==> src/hdl/tlc_pkg.sv <==
// Shared types and constants for the two-way traffic light controller.
// Used by tlc_cfg_regs and two_way_traffic_light_controller_core; no dependencies.
`default_nettype none

package tlc_pkg;

  localparam int unsigned NumPhases   = 6;
  localparam int unsigned PhaseW      = 3;
  localparam int unsigned TimeW       = 18;
  localparam int unsigned ThreshW     = 10;
  localparam int unsigned HoldW       = 16;
  localparam int unsigned SecW        = 8;
  localparam int unsigned CfgIdxW     = 4;
  localparam int unsigned CfgDataW    = 16;

  localparam logic [TimeW-1:0] MsPerSecond = 18'd1000;
  localparam logic [TimeW-1:0] ElapsedMax  = 18'd262143;

  localparam logic [PhaseW-1:0] PhaseGreenA  = 3'd0;
  localparam logic [PhaseW-1:0] PhaseAmberA  = 3'd1;
  localparam logic [PhaseW-1:0] PhaseAllRedA = 3'd2;
  localparam logic [PhaseW-1:0] PhaseGreenB  = 3'd3;
  localparam logic [PhaseW-1:0] PhaseAmberB  = 3'd4;
  localparam logic [PhaseW-1:0] PhaseAllRedB = 3'd5;

  localparam logic [CfgIdxW-1:0] RegLdrThreshold = 4'd0;
  localparam logic [CfgIdxW-1:0] RegDemandHold   = 4'd1;
  localparam logic [CfgIdxW-1:0] RegDayGreenA    = 4'd2;
  localparam logic [CfgIdxW-1:0] RegDayGreenB    = 4'd3;
  localparam logic [CfgIdxW-1:0] RegNightGreenA  = 4'd4;
  localparam logic [CfgIdxW-1:0] RegNightGreenB  = 4'd5;
  localparam logic [CfgIdxW-1:0] RegAmber        = 4'd6;
  localparam logic [CfgIdxW-1:0] RegAllRed       = 4'd7;

  typedef struct packed {
    logic [ThreshW-1:0] ldr_threshold;
    logic [HoldW-1:0]   demand_hold_ms;
    logic [SecW-1:0]    day_green_a;
    logic [SecW-1:0]    day_green_b;
    logic [SecW-1:0]    night_green_a;
    logic [SecW-1:0]    night_green_b;
    logic [SecW-1:0]    amber_seconds;
    logic [SecW-1:0]    all_red_seconds;
  } cfg_t;

  localparam cfg_t CfgReset = '{
    ldr_threshold:   10'd50,
    demand_hold_ms:  16'd2000,
    day_green_a:     8'd10,
    day_green_b:     8'd10,
    night_green_a:   8'd30,
    night_green_b:   8'd20,
    amber_seconds:   8'd2,
    all_red_seconds: 8'd2
  };

  // lamps of one road: red, amber, green from bit 0 up
  typedef struct packed {
    logic green;
    logic amber;
    logic red;
  } lamps_t;

  localparam lamps_t LampRed   = '{green: 1'b0, amber: 1'b0, red: 1'b1};
  localparam lamps_t LampAmber = '{green: 1'b0, amber: 1'b1, red: 1'b0};
  localparam lamps_t LampGreen = '{green: 1'b1, amber: 1'b0, red: 1'b0};

  function automatic lamps_t lamps_a(input logic [PhaseW-1:0] ph);
    lamps_t l;
    case (ph)
      PhaseGreenA: l = LampGreen;
      PhaseAmberA: l = LampAmber;
      default:     l = LampRed;
    endcase
    return l;
  endfunction

  function automatic lamps_t lamps_b(input logic [PhaseW-1:0] ph);
    lamps_t l;
    case (ph)
      PhaseGreenB: l = LampGreen;
      PhaseAmberB: l = LampAmber;
      default:     l = LampRed;
    endcase
    return l;
  endfunction

  function automatic logic [PhaseW-1:0] next_phase(input logic [PhaseW-1:0] ph);
    logic [PhaseW-1:0] n;
    if (ph >= PhaseAllRedB) begin
      n = PhaseGreenA;
    end else begin
      n = ph + 3'd1;
    end
    return n;
  endfunction

endpackage

`default_nettype wire

==> src/hdl/two_way_traffic_light_controller_core.sv <==
// Top level of the two-way traffic light controller: input stage, phase logic, output stage.
// Depends on tlc_pkg and tlc_cfg_regs.
//
// One input transfer is one millisecond tick and yields exactly one output transfer with the
// lamps of the phase in force at that tick. A tick passes through the input register and then
// the output register before its result can transfer from the output side;
// both sides are pipelined and a new tick is taken every cycle while the output side keeps up.
// The phase timer, the demand cut and the day/night choice all update in the single step
// between the two registers. Configuration writes are taken at any time and must only be
// issued while no tick is in flight.
`default_nettype none

module two_way_traffic_light_controller_core #(
  parameter int unsigned ADC_BITS = 10
) (
  input  wire                          clk_i,
  input  wire                          rst_ni,
  // slave side, tdata: ldr_level, demand_a, demand_b
  input  wire                          s_axis_tvalid,
  output logic                         s_axis_tready,
  input  wire  [((ADC_BITS + 2 + 7) / 8) * 8 - 1:0] s_axis_tdata,
  // master side, tdata: a_red, a_amber, a_green, b_red, b_amber, b_green, phase_shown[3],
  // is_day
  output logic                         m_axis_tvalid,
  input  wire                          m_axis_tready,
  output logic [((6 + tlc_pkg::PhaseW + 1 + 7) / 8) * 8 - 1:0] m_axis_tdata,
  input  wire                          cfg_valid_i,
  output logic                         cfg_ready_o,
  input  wire  [tlc_pkg::CfgIdxW-1:0]  cfg_index_i,
  input  wire  [tlc_pkg::CfgDataW-1:0] cfg_data_i
);

  localparam int unsigned OutBits = 6 + tlc_pkg::PhaseW + 1;
  localparam int unsigned OutW    = ((OutBits + 7) / 8) * 8;
  localparam int unsigned CmpW    = (ADC_BITS > tlc_pkg::ThreshW) ? ADC_BITS : tlc_pkg::ThreshW;
  localparam logic [CmpW-1:0] AdcMask = CmpW'((64'd1 << ADC_BITS) - 64'd1);

  tlc_pkg::cfg_t cfg;

  tlc_cfg_regs u_cfg (
    .clk_i     (clk_i),
    .rst_ni    (rst_ni),
    .wr_en_i   (cfg_valid_i & cfg_ready_o),
    .wr_idx_i  (cfg_index_i),
    .wr_data_i (cfg_data_i),
    .cfg_o     (cfg)
  );

  assign cfg_ready_o = 1'b1;

  logic                       in_valid_q;
  logic [ADC_BITS-1:0]        level_q;
  logic                       dem_a_q, dem_b_q;
  logic                       out_valid_q;
  logic [OutBits-1:0]         out_data_q, out_data_d;
  logic [tlc_pkg::PhaseW-1:0] phase_q, phase_d;
  logic [tlc_pkg::TimeW-1:0]  elapsed_q, elapsed_d;
  logic [tlc_pkg::TimeW-1:0]  dur_q, dur_d;

  logic                       out_free, step, in_take;
  logic                       is_day, cut, adv;
  tlc_pkg::lamps_t            la, lb;
  logic [tlc_pkg::TimeW-1:0]  hold_ext, dur_eff;
  logic [tlc_pkg::PhaseW-1:0] ph_next;
  logic [tlc_pkg::SecW-1:0]   secs;

  assign out_free      = !out_valid_q || m_axis_tready;
  assign step          = in_valid_q && out_free;
  assign s_axis_tready = !in_valid_q || out_free;
  assign in_take       = s_axis_tvalid && s_axis_tready;

  always_ff @(posedge clk_i or negedge rst_ni) begin
    if (!rst_ni) begin
      in_valid_q <= 1'b0;
    end else if (s_axis_tready) begin
      in_valid_q <= s_axis_tvalid;
    end
  end

  always_ff @(posedge clk_i) begin
    if (in_take) begin
      level_q <= s_axis_tdata[ADC_BITS-1:0];
      dem_a_q <= s_axis_tdata[ADC_BITS];
      dem_b_q <= s_axis_tdata[ADC_BITS+1];
    end
  end

  always_comb begin
    la       = tlc_pkg::lamps_a(phase_q);
    lb       = tlc_pkg::lamps_b(phase_q);
    is_day   = CmpW'(level_q) > (CmpW'(cfg.ldr_threshold) & AdcMask);
    hold_ext = tlc_pkg::TimeW'(cfg.demand_hold_ms);
    cut      = (dem_a_q != dem_b_q) && (dur_q > hold_ext) &&
               ((dem_a_q && lb.green) || (dem_b_q && la.green));
    dur_eff  = cut ? hold_ext : dur_q;
    adv      = elapsed_q >= dur_eff;
    ph_next  = tlc_pkg::next_phase(phase_q);
    case (ph_next)
      tlc_pkg::PhaseGreenA: secs = is_day ? cfg.day_green_a : cfg.night_green_a;
      tlc_pkg::PhaseGreenB: secs = is_day ? cfg.day_green_b : cfg.night_green_b;
      tlc_pkg::PhaseAmberA,
      tlc_pkg::PhaseAmberB: secs = cfg.amber_seconds;
      default:              secs = cfg.all_red_seconds;
    endcase

    phase_d   = phase_q;
    elapsed_d = elapsed_q;
    dur_d     = dur_eff;
    if (adv) begin
      phase_d   = ph_next;
      dur_d     = tlc_pkg::TimeW'(secs) * tlc_pkg::MsPerSecond;
      elapsed_d = tlc_pkg::TimeW'(1);
    end else if (elapsed_q < tlc_pkg::ElapsedMax) begin
      elapsed_d = elapsed_q + tlc_pkg::TimeW'(1);
    end

    out_data_d = {is_day, phase_q, lb.green, lb.amber, lb.red, la.green, la.amber, la.red};
  end

  always_ff @(posedge clk_i or negedge rst_ni) begin
    if (!rst_ni) begin
      phase_q     <= tlc_pkg::PhaseGreenA;
      elapsed_q   <= '0;
      dur_q       <= '0;
      out_valid_q <= 1'b0;
    end else begin
      if (step) begin
        phase_q   <= phase_d;
        elapsed_q <= elapsed_d;
        dur_q     <= dur_d;
      end
      if (out_free) begin
        out_valid_q <= step;
      end
    end
  end

  always_ff @(posedge clk_i) begin
    if (step) begin
      out_data_q <= out_data_d;
    end
  end

  assign m_axis_tvalid = out_valid_q;
  assign m_axis_tdata  = OutW'(out_data_q);

`ifndef NO_ASSERTIONS
  a_phase_range: assert property (@(posedge clk_i) disable iff (!rst_ni)
    phase_q <= tlc_pkg::PhaseAllRedB)
    else $error("phase register out of range");

  a_phase_order: assert property (@(posedge clk_i) disable iff (!rst_ni)
    step && adv |=> phase_q == tlc_pkg::next_phase($past(phase_q)) && elapsed_q == 18'd1)
    else $error("phase did not advance in order");

  a_phase_hold: assert property (@(posedge clk_i) disable iff (!rst_ni)
    !step |=> $stable(phase_q) && $stable(elapsed_q) && $stable(dur_q))
    else $error("timer state moved without a tick");

  a_one_green: assert property (@(posedge clk_i) disable iff (!rst_ni)
    !(la.green && lb.green) && $onehot(la) && $onehot(lb))
    else $error("conflicting lamps");
`endif

endmodule

`default_nettype wire

==> src/hdl/tlc_cfg_regs.sv <==
// Configuration register file of the traffic light controller.
// Depends on tlc_pkg for the register indexes, reset values and cfg_t.
`default_nettype none

module tlc_cfg_regs (
  input  wire                         clk_i,
  input  wire                         rst_ni,
  input  wire                         wr_en_i,
  input  wire  [tlc_pkg::CfgIdxW-1:0] wr_idx_i,
  input  wire  [tlc_pkg::CfgDataW-1:0] wr_data_i,
  output tlc_pkg::cfg_t               cfg_o
);

  tlc_pkg::cfg_t cfg_q, cfg_d;

  always_comb begin
    cfg_d = cfg_q;
    if (wr_en_i) begin
      case (wr_idx_i)
        tlc_pkg::RegLdrThreshold: cfg_d.ldr_threshold   = wr_data_i[tlc_pkg::ThreshW-1:0];
        tlc_pkg::RegDemandHold:   cfg_d.demand_hold_ms  = wr_data_i[tlc_pkg::HoldW-1:0];
        tlc_pkg::RegDayGreenA:    cfg_d.day_green_a     = wr_data_i[tlc_pkg::SecW-1:0];
        tlc_pkg::RegDayGreenB:    cfg_d.day_green_b     = wr_data_i[tlc_pkg::SecW-1:0];
        tlc_pkg::RegNightGreenA:  cfg_d.night_green_a   = wr_data_i[tlc_pkg::SecW-1:0];
        tlc_pkg::RegNightGreenB:  cfg_d.night_green_b   = wr_data_i[tlc_pkg::SecW-1:0];
        tlc_pkg::RegAmber:        cfg_d.amber_seconds   = wr_data_i[tlc_pkg::SecW-1:0];
        tlc_pkg::RegAllRed:       cfg_d.all_red_seconds = wr_data_i[tlc_pkg::SecW-1:0];
        default: ;
      endcase
    end
  end

  always_ff @(posedge clk_i or negedge rst_ni) begin
    if (!rst_ni) begin
      cfg_q <= tlc_pkg::CfgReset;
    end else begin
      cfg_q <= cfg_d;
    end
  end

  assign cfg_o = cfg_q;

endmodule

`default_nettype wire
==> config.mk <==
export PLATFORM = sky130hd
export DESIGN_NAME = two_way_traffic_light_controller_core
export DESIGN_NICKNAME = d
export VERILOG_FILES = /design/src/hdl/tlc_pkg.sv /design/src/hdl/two_way_traffic_light_controller_core.sv /design/src/hdl/tlc_cfg_regs.sv
export SDC_FILE = /design/constraint.sdc
export NUM_CORES = 1
export LEC_CHECK = 0
export ABC_CLOCK_PERIOD_IN_PS = 5900
export BUFFER_PORTS_ARGS = -buffer_cell sky130_fd_sc_hd__buf_2
export CAP_MARGIN = 10
export CORE_UTILIZATION = 56
export DETAILED_ROUTE_END_ITERATION = 16
export HOLD_SLACK_MARGIN = 0.03
export PLACE_DENSITY = 0.85
export SETUP_SLACK_MARGIN = 0.02
export SKIP_LAST_GASP = 1
export SLEW_MARGIN = 5
export SYNTH_ARGS = -nofsm -noshare
export SYNTH_HDL_FRONTEND = slang
export SYNTH_SLANG_ARGS = --single-unit
==> constraint.sdc <==
create_clock -name clk_i -period 5.9 [get_ports clk_i]
set_input_delay 1.18 -clock clk_i [delete_from_list [all_inputs] [get_ports clk_i]]
set_output_delay 1.18 -clock clk_i [all_outputs]
set_load 0.02 [all_outputs]
==> results.json, run 1 <==
{
  "status": "complete, but fails checks",
  "violations": "setup timing",
  "hpwl_mm": 13.2,
  "synthXorXnorAreaFrac": 0.0291,
  "synthArstFlopShare": 0.839,
  "wire_per_inst_um": 19.0,
  "wl_mm": 20.1,
  "synth_area_sq_um": 8710,
  "drive_above_1_share": 0.334,
  "drc": 0,
  "cp-start-kind": "flop",
  "ant_nets": 0,
  "antenna-diode-count": 0,
  "coreArea_sq_um": 15200,
  "path_class": "reg2reg",
  "nets": 1007,
  "yosysSeqAreaShare": 0.409,
  "hold_buffers": 0,
  "synth_compound_area_frac": 0.123,
  "synthMuxAreaShare": 0.115,
  "drt_first_pass_iters": 5,
  "whs_ns": 0.488,
  "syn_avg_cell_area_sq_um": 11.2,
  "tightestPinTransition_ns": 0.935,
  "setup_viol": 2,
  "clock_skew_ns": 0.00805,
  "grt_usage": 0.251,
  "viasPerCell": 6.00,
  "grt_remaining_overflow": 0,
  "period_share": 1.01,
  "rsz0062_at_grt": "yes",
  "area_growth_pct": 17.9,
  "clkTransAtPathRegs_ns": 0.06,
  "syn_inst": 776,
  "htree_levels": 4,
  "cts_root_buf": "clkbuf_16",
  "clockBufferDepth": 2,
  "cts_buffers": 17,
  "period_needed_ns": 5.94,
  "drv_slew": 0,
  "crit_fanout": 6,
  "grt_pass1_wl_mm": 31.0,
  "clock-sinks": 137,
  "synth_fa_ha_area_frac": 0.175,
  "portBuffers": 48,
  "arrival_ns": 6.24,
  "grt_start_max_net_pins": 69,
  "slew_headroom": 0.375,
  "first_iter_violations": 520,
  "synth-main-ff-cell": "dfrtp_1",
  "layout_setup_ws_ns": -0.0417,
  "antenna_found_initial": 0,
  "synth_warnings": 0,
  "synth_top_family_by_area": "adder cells",
  "die_y_um": 127,
  "vias": 6349,
  "grt_pass1_vias": 6259,
  "synth_edf_count": 22,
  "critPathCaptureType": "flop",
  "die_area_sq_um": 16100,
  "hold_viol_final": 0,
  "synth-simple-area-share": 0.104,
  "insertion_delay_ns": 0.43,
  "io_pins": 60,
  "start_util": 0.573,
  "routabilityCongestion": 0.821,
  "hold_class": "reg2reg",
  "die_w_um": 127,
  "ys_ff_latch": 137,
  "synth_cell_type_count": 72,
  "tritoncts": "yes",
  "drv_cap": 0,
  "cp.required_ns": 6.20,
  "num_rows": 45,
  "max_freq_mhz": 168
}
-- cell usage after synthesis, types with 3 or more instances --
cell	number	area [sq um]
xor2_1	20	175
nor2_1	44	165
o211ai_1	11	82.6
fa_1	21	420
nor3_1	14	70.1
a211oi_1	4	30.0
dfrtp_1	94	2350
a21oi_2	5	43.8
a22o_1	7	61.3
nand3b_1	5	37.5
nand2_1	37	139
o21ai_0	23	115
a31oi_1	6	37.5
a21o_1	9	67.6
xnor2_1	9	78.8
ha_1	88	1100
inv_1	64	240
buf_4	10	75.1
nand3_1	18	90.1
edfxtp_1	22	661
o22a_1	6	52.6
o21ai_1	7	35.0
and2b_2	3	26.3
mux2_2	84	946
and3_1	6	37.5
clkbuf_1	11	41.3
and2_1	7	43.8
a31o_2	4	35.0
nand4_1	10	62.6
dfstp_2	21	552
a22oi_1	6	45.0
a21oi_1	28	140
nand2b_1	7	43.8
o21a_1	9	67.6
o31ai_1	3	22.5
-- through the flow --
step	cells	util	setup TNS, ns	area, sq um	setup WS (ns)
after floorplan	781	-	0	8750	0.0225
after global placement	1018	0.611	-0.000344	9280	-0.000344
after detailed placement	1018	0.611	-0.142	9280	-0.0853
after CTS	1051	0.659	0	10000	0.00989
after global routing	1058	0.676	-1.01	10300	-0.230
final	1058	0.676	-0.0616	10300	-0.0417
-- cell families after synthesis --
logic type	count (synthesis)
compound gates	150
xor+xnor	29
fa+ha+maj	109
buf+inv	89
flops	137
mux	89
other cells	2
simple gates	171
-- critical path, cell delays in order, from the launching register on --
cell      delay (ns)
dfstp_2         0.55
inv_2           0.05
ha_4            0.25
nand4_1         0.16
a21oi_1         0.17
nor3_1          0.08
a21oi_2         0.13
buf_6           0.15
buf_12          0.12
mux2_4          0.29
a222oi_1        0.45
a21oi_2         0.19
ha_1            0.33
inv_2           0.04
fa_1            0.55
fa_1            0.44
fa_1            0.52
inv_2           0.05
ha_4            0.19
a211oi_4        0.24
nor2_4          0.09
o41ai_4         0.25
o21ai_1         0.14
xor2_1          0.17
a22o_1          0.21
-- what timing repair did --
action | in CTS | in global routing
buffers inserted | 1 | 7
pin swaps | 23 | 47
resized for setup | 20 | 38
setup endpoints to repair | 6 | 7
-- cells in the final DEF, fill, tap and decap left out, types with 20 or more instances in the layout --
cell | Yosys | final
a21oi_1 | 28 | 23
buf_2 | 2 | 47
buf_4 | 10 | 30
clkbuf_16 | 0 | 20
dfrtp_1 | 94 | 94
dfstp_2 | 21 | 21
edfxtp_1 | 22 | 22
fa_1 | 21 | 20
ha_1 | 88 | 75
inv_1 | 64 | 59
mux2_2 | 84 | 82
nand2_1 | 37 | 37
nor2_1 | 44 | 40
-- sequential cells by signal, indices dropped and copies added (netlist names) --
signal         flops
dur_q             18
dem_a_q            1
level_q           10
dem_b_q            1
out_data_q        10
m_axis_tvalid      1
u_cfg.cfg_o       74
in_valid_q         1
elapsed_q         18
phase_q            3
-- path summary, 6_finish.rpt --
path / depth (start not counted) / slack, ns / to / from
worst max-delay path: 24 / -0.04 / dur_q[16] / u_cfg.cfg_o[68]
worst min-delay path: 1 / 0.49 / m_axis_tvalid / in_valid_q
worst max register to register: 24 / -0.04 / dur_q[16] / u_cfg.cfg_o[68]
worst min register to register: 1 / 0.49 / m_axis_tvalid / in_valid_q
max in group asynchronous: 2 / 3.88 / u_cfg.cfg_o[7] / rst_ni
min in group asynchronous: 1 / 0.88 / phase_q[0] / rst_ni
-- per-layer routing --
metal  global-route usage  up-vias  part of all wire
li1                     -     2942                 -
met1                0.326     3126              0.43
met2                0.423      242              0.50
met4               0.0847        0             0.024
met3               0.0477       39             0.051
met5                    0        -                 0
-- layout make-up --
type | count | area (sq um)
Fill cell | 1061 | 4930
Timing Repair Buffer | 82 | 526
Tap cell | 188 | 235
Clock buffer | 23 | 522
Inverter | 64 | 240
Multi-Input combinational cell | 555 | 5090
Clock inverter | 9 | 97.6
Sequential cell | 137 | 3560
Power of run 1 is not shown: default switching activity piles up to over one toggle a cycle in this logic, so the estimate is an artifact.
==> inputs of run 2 (changes only) <==
Settings changed: ABC_AREA from default to 1.
==> run 2 against run 1 <==
The run now ends clean. Area after synthesis is 3.3% higher. Register-to-register slack improved by 0.42 ns. Hold slack got worse by 0.0031 ns. Non-clock buffer count shrank 17. Critical path depth grew 5. Count of clock-buffer cells in the layout is 2 lower. Largest cell class unchanged. Fmax is 7.6% higher. Flip-flop and latch count stayed put. Clock skew increased by 0.0016 ns. Core utilization shrank 2.1 points. Setup slack improved by 0.42 ns. Design area fell by 1.7%.
==> results.json, run 2 <==
{
  "synth_edf_count": 22,
  "yosysSeqAreaShare": 0.396,
  "layout_commonest_cell": "nand2_1",
  "setup_tns_ns": 0,
  "tritoncts": "yes",
  "layout_setup_ws_ns": 0.380,
  "die_area_sq_um": 16600,
  "clkTransAtPathRegs_ns": 0.06,
  "wire_per_inst_um": 14.6,
  "grt_pass1_wl_mm": 33.7,
  "grt_start_max_net_pins": 69,
  "coreArea_sq_um": 15400,
  "multi_input_area_sq_um": 4590,
  "slew_headroom": 0.242,
  "hold_class": "reg2reg",
  "synth_cell_type_count": 42,
  "ys_ff_latch": 137,
  "yosysTopAreaCellShare": 0.261,
  "hold_viol_final": 0,
  "synth_common_cells": "281 x nand2_1, 186 x inv_1, 94 x dfrtp_1",
  "grt_usage": 0.261,
  "layout_common_cells": "278 x nand2_1, 184 x inv_1, 94 x dfrtp_1",
  "arrival_ns": 5.83,
  "final.fill_count": 1244,
  "syn_inst": 1115,
  "vias": 7421,
  "die_y_um": 129,
  "largest_reg_flops": 74,
  "synth.most_common_cell": "nand2_1",
  "insertion_delay_ns": 0.43,
  "viasPerCell": 5.32,
  "synth_warnings": 0,
  "first_iter_violations": 505,
  "drt_first_pass_iters": 5,
  "synth-main-ff-cell": "dfrtp_1",
  "drc": 0,
  "setup_viol": 0,
  "slowest_stage": "fa_1",
  "antenna_found_initial": 0,
  "grt_remaining_overflow": 0,
  "nets": 1322,
  "path_class": "reg2reg",
  "critPathMostFrequentCell": "nand2_1",
  "die_w_um": 129,
  "area_growth_pct": 12.2,
  "syn_avg_cell_area_sq_um": 8.07,
  "tightestPinTransition_ns": 1.13,
  "cts_root_buf": "clkbuf_16",
  "clockBufferDepth": 2,
  "num_rows": 45,
  "synth_area_sq_um": 9000,
  "clock_skew_ns": 0.00964,
  "drive_above_1_share": 0.118,
  "start_util": 0.583,
  "hold_buffers": 0,
  "hpwl_mm": 14.4,
  "critPathCaptureType": "flop",
  "cts_buffers": 17,
  "clock-sinks": 137,
  "htree_levels": 4,
  "synth_area_leaders": "dfrtp_1 26%, ha_1 12%, nand2_1 12%, inv_1 7.8%, edfxtp_1 7.3%",
  "drv_cap": 0,
  "portBuffers": 48,
  "routabilityCongestion": 0.906,
  "final-seq-area_sq_um": 3560,
  "synth_top_area_cell": "dfrtp_1",
  "ant_nets": 0,
  "rrSetupSlack_ns": 0.38,
  "whs_ns": 0.485,
  "synthArstFlopShare": 0.839,
  "cp-start-kind": "flop",
  "wl_mm": 20.4,
  "drv_slew": 0,
  "status": "complete, no violations",
  "period_share": 0.936,
  "cp.required_ns": 6.21,
  "grt_pass1_vias": 7134,
  "antenna-diode-count": 0,
  "max_freq_mhz": 181,
  "io_pins": 60,
  "place_ws_ns": 0.0244,
  "max_stage_delay_ns": 0.51,
  "crit_fanout": 5,
  "period_needed_ns": 5.52
}
==> run 2: cell count changes after synthesis, sizes merged, moves of 35 or more <==
cell,change
mux2,-87
o21ai,+66
inv,+123
nor2,+37
nand3,+35
nand2,+245
==> run 2: path summary, 6_finish.rpt <==
check,from,cells past startpoint,endpoint
max in group asynchronous,rst_ni,2,u_cfg.cfg_o[44]
max reg2reg,phase_q[0],29,dur_q[15]
max,phase_q[0],29,dur_q[15]
min in group asynchronous,rst_ni,1,elapsed_q[15]
min reg2reg,u_cfg.cfg_o[45],2,u_cfg.cfg_o[45]
min,u_cfg.cfg_o[45],2,u_cfg.cfg_o[45]
==> run 2: critical path: cells and delay by family (launching register included) <==
kind	cells	cell delay, ns
fa+ha+maj	7	2.76
buf+inv	5	0.42
compound gates	1	0.15
simple gates	16	1.64
flops	1	0.43
==> run 2: cells by family (layout without fill, tap and decap cells) <==
kind of cell / Yosys count / count (layout) / share of synthesized area
and+or+nand+nor: 453 / 453 / 0.208
other: 2 / 7 / 0.000834
DFF: 137 / 137 / 0.396
xor gates and xnor gates: 24 / 24 / 0.0234
buffers and inverters: 220 / 285 / 0.0993
adders and majority gates: 109 / 109 / 0.169
AOI/OAI and AO/OA: 170 / 170 / 0.103
==> run 2: metal layers <==
layer | GRT usage | routed length (um) | vias up
li1 | - | - | 3663
met1 | 0.325 | 8900 | 3518
met2 | 0.458 | 10200 | 197
met3 | 0.0453 | 882 | 43
met4 | 0.0879 | 354 | 0
met5 | 0 | 0 | -
==> run 2: stage by stage <==
step,instances,area (sq um),utilization
after floorplan,1120,9020,-
after global placement,1361,9440,0.612
after detailed placement,1361,9440,0.612
after CTS,1393,10000,0.651
after global routing,1396,10100,0.655
final,1396,10100,0.655
==> run 2: timing repair <==
| action | in CTS | in global routing |
|---|---|---|
| resized for setup | 1 | 9 |
| endpoints found under the setup margin | 1 | 7 |
| buffers inserted | 0 | 3 |
==> run 2: final cells by class <==
type	instances	share of cell area
well taps	211	0.0261
repair buffers	65	0.0367
clock buffers	21	0.0467
flip-flops and latches	137	0.353
multi-input cells	763	0.454
inverters	188	0.0703
clock inverters	11	0.0130
Power of run 2 is left out for the same reason.
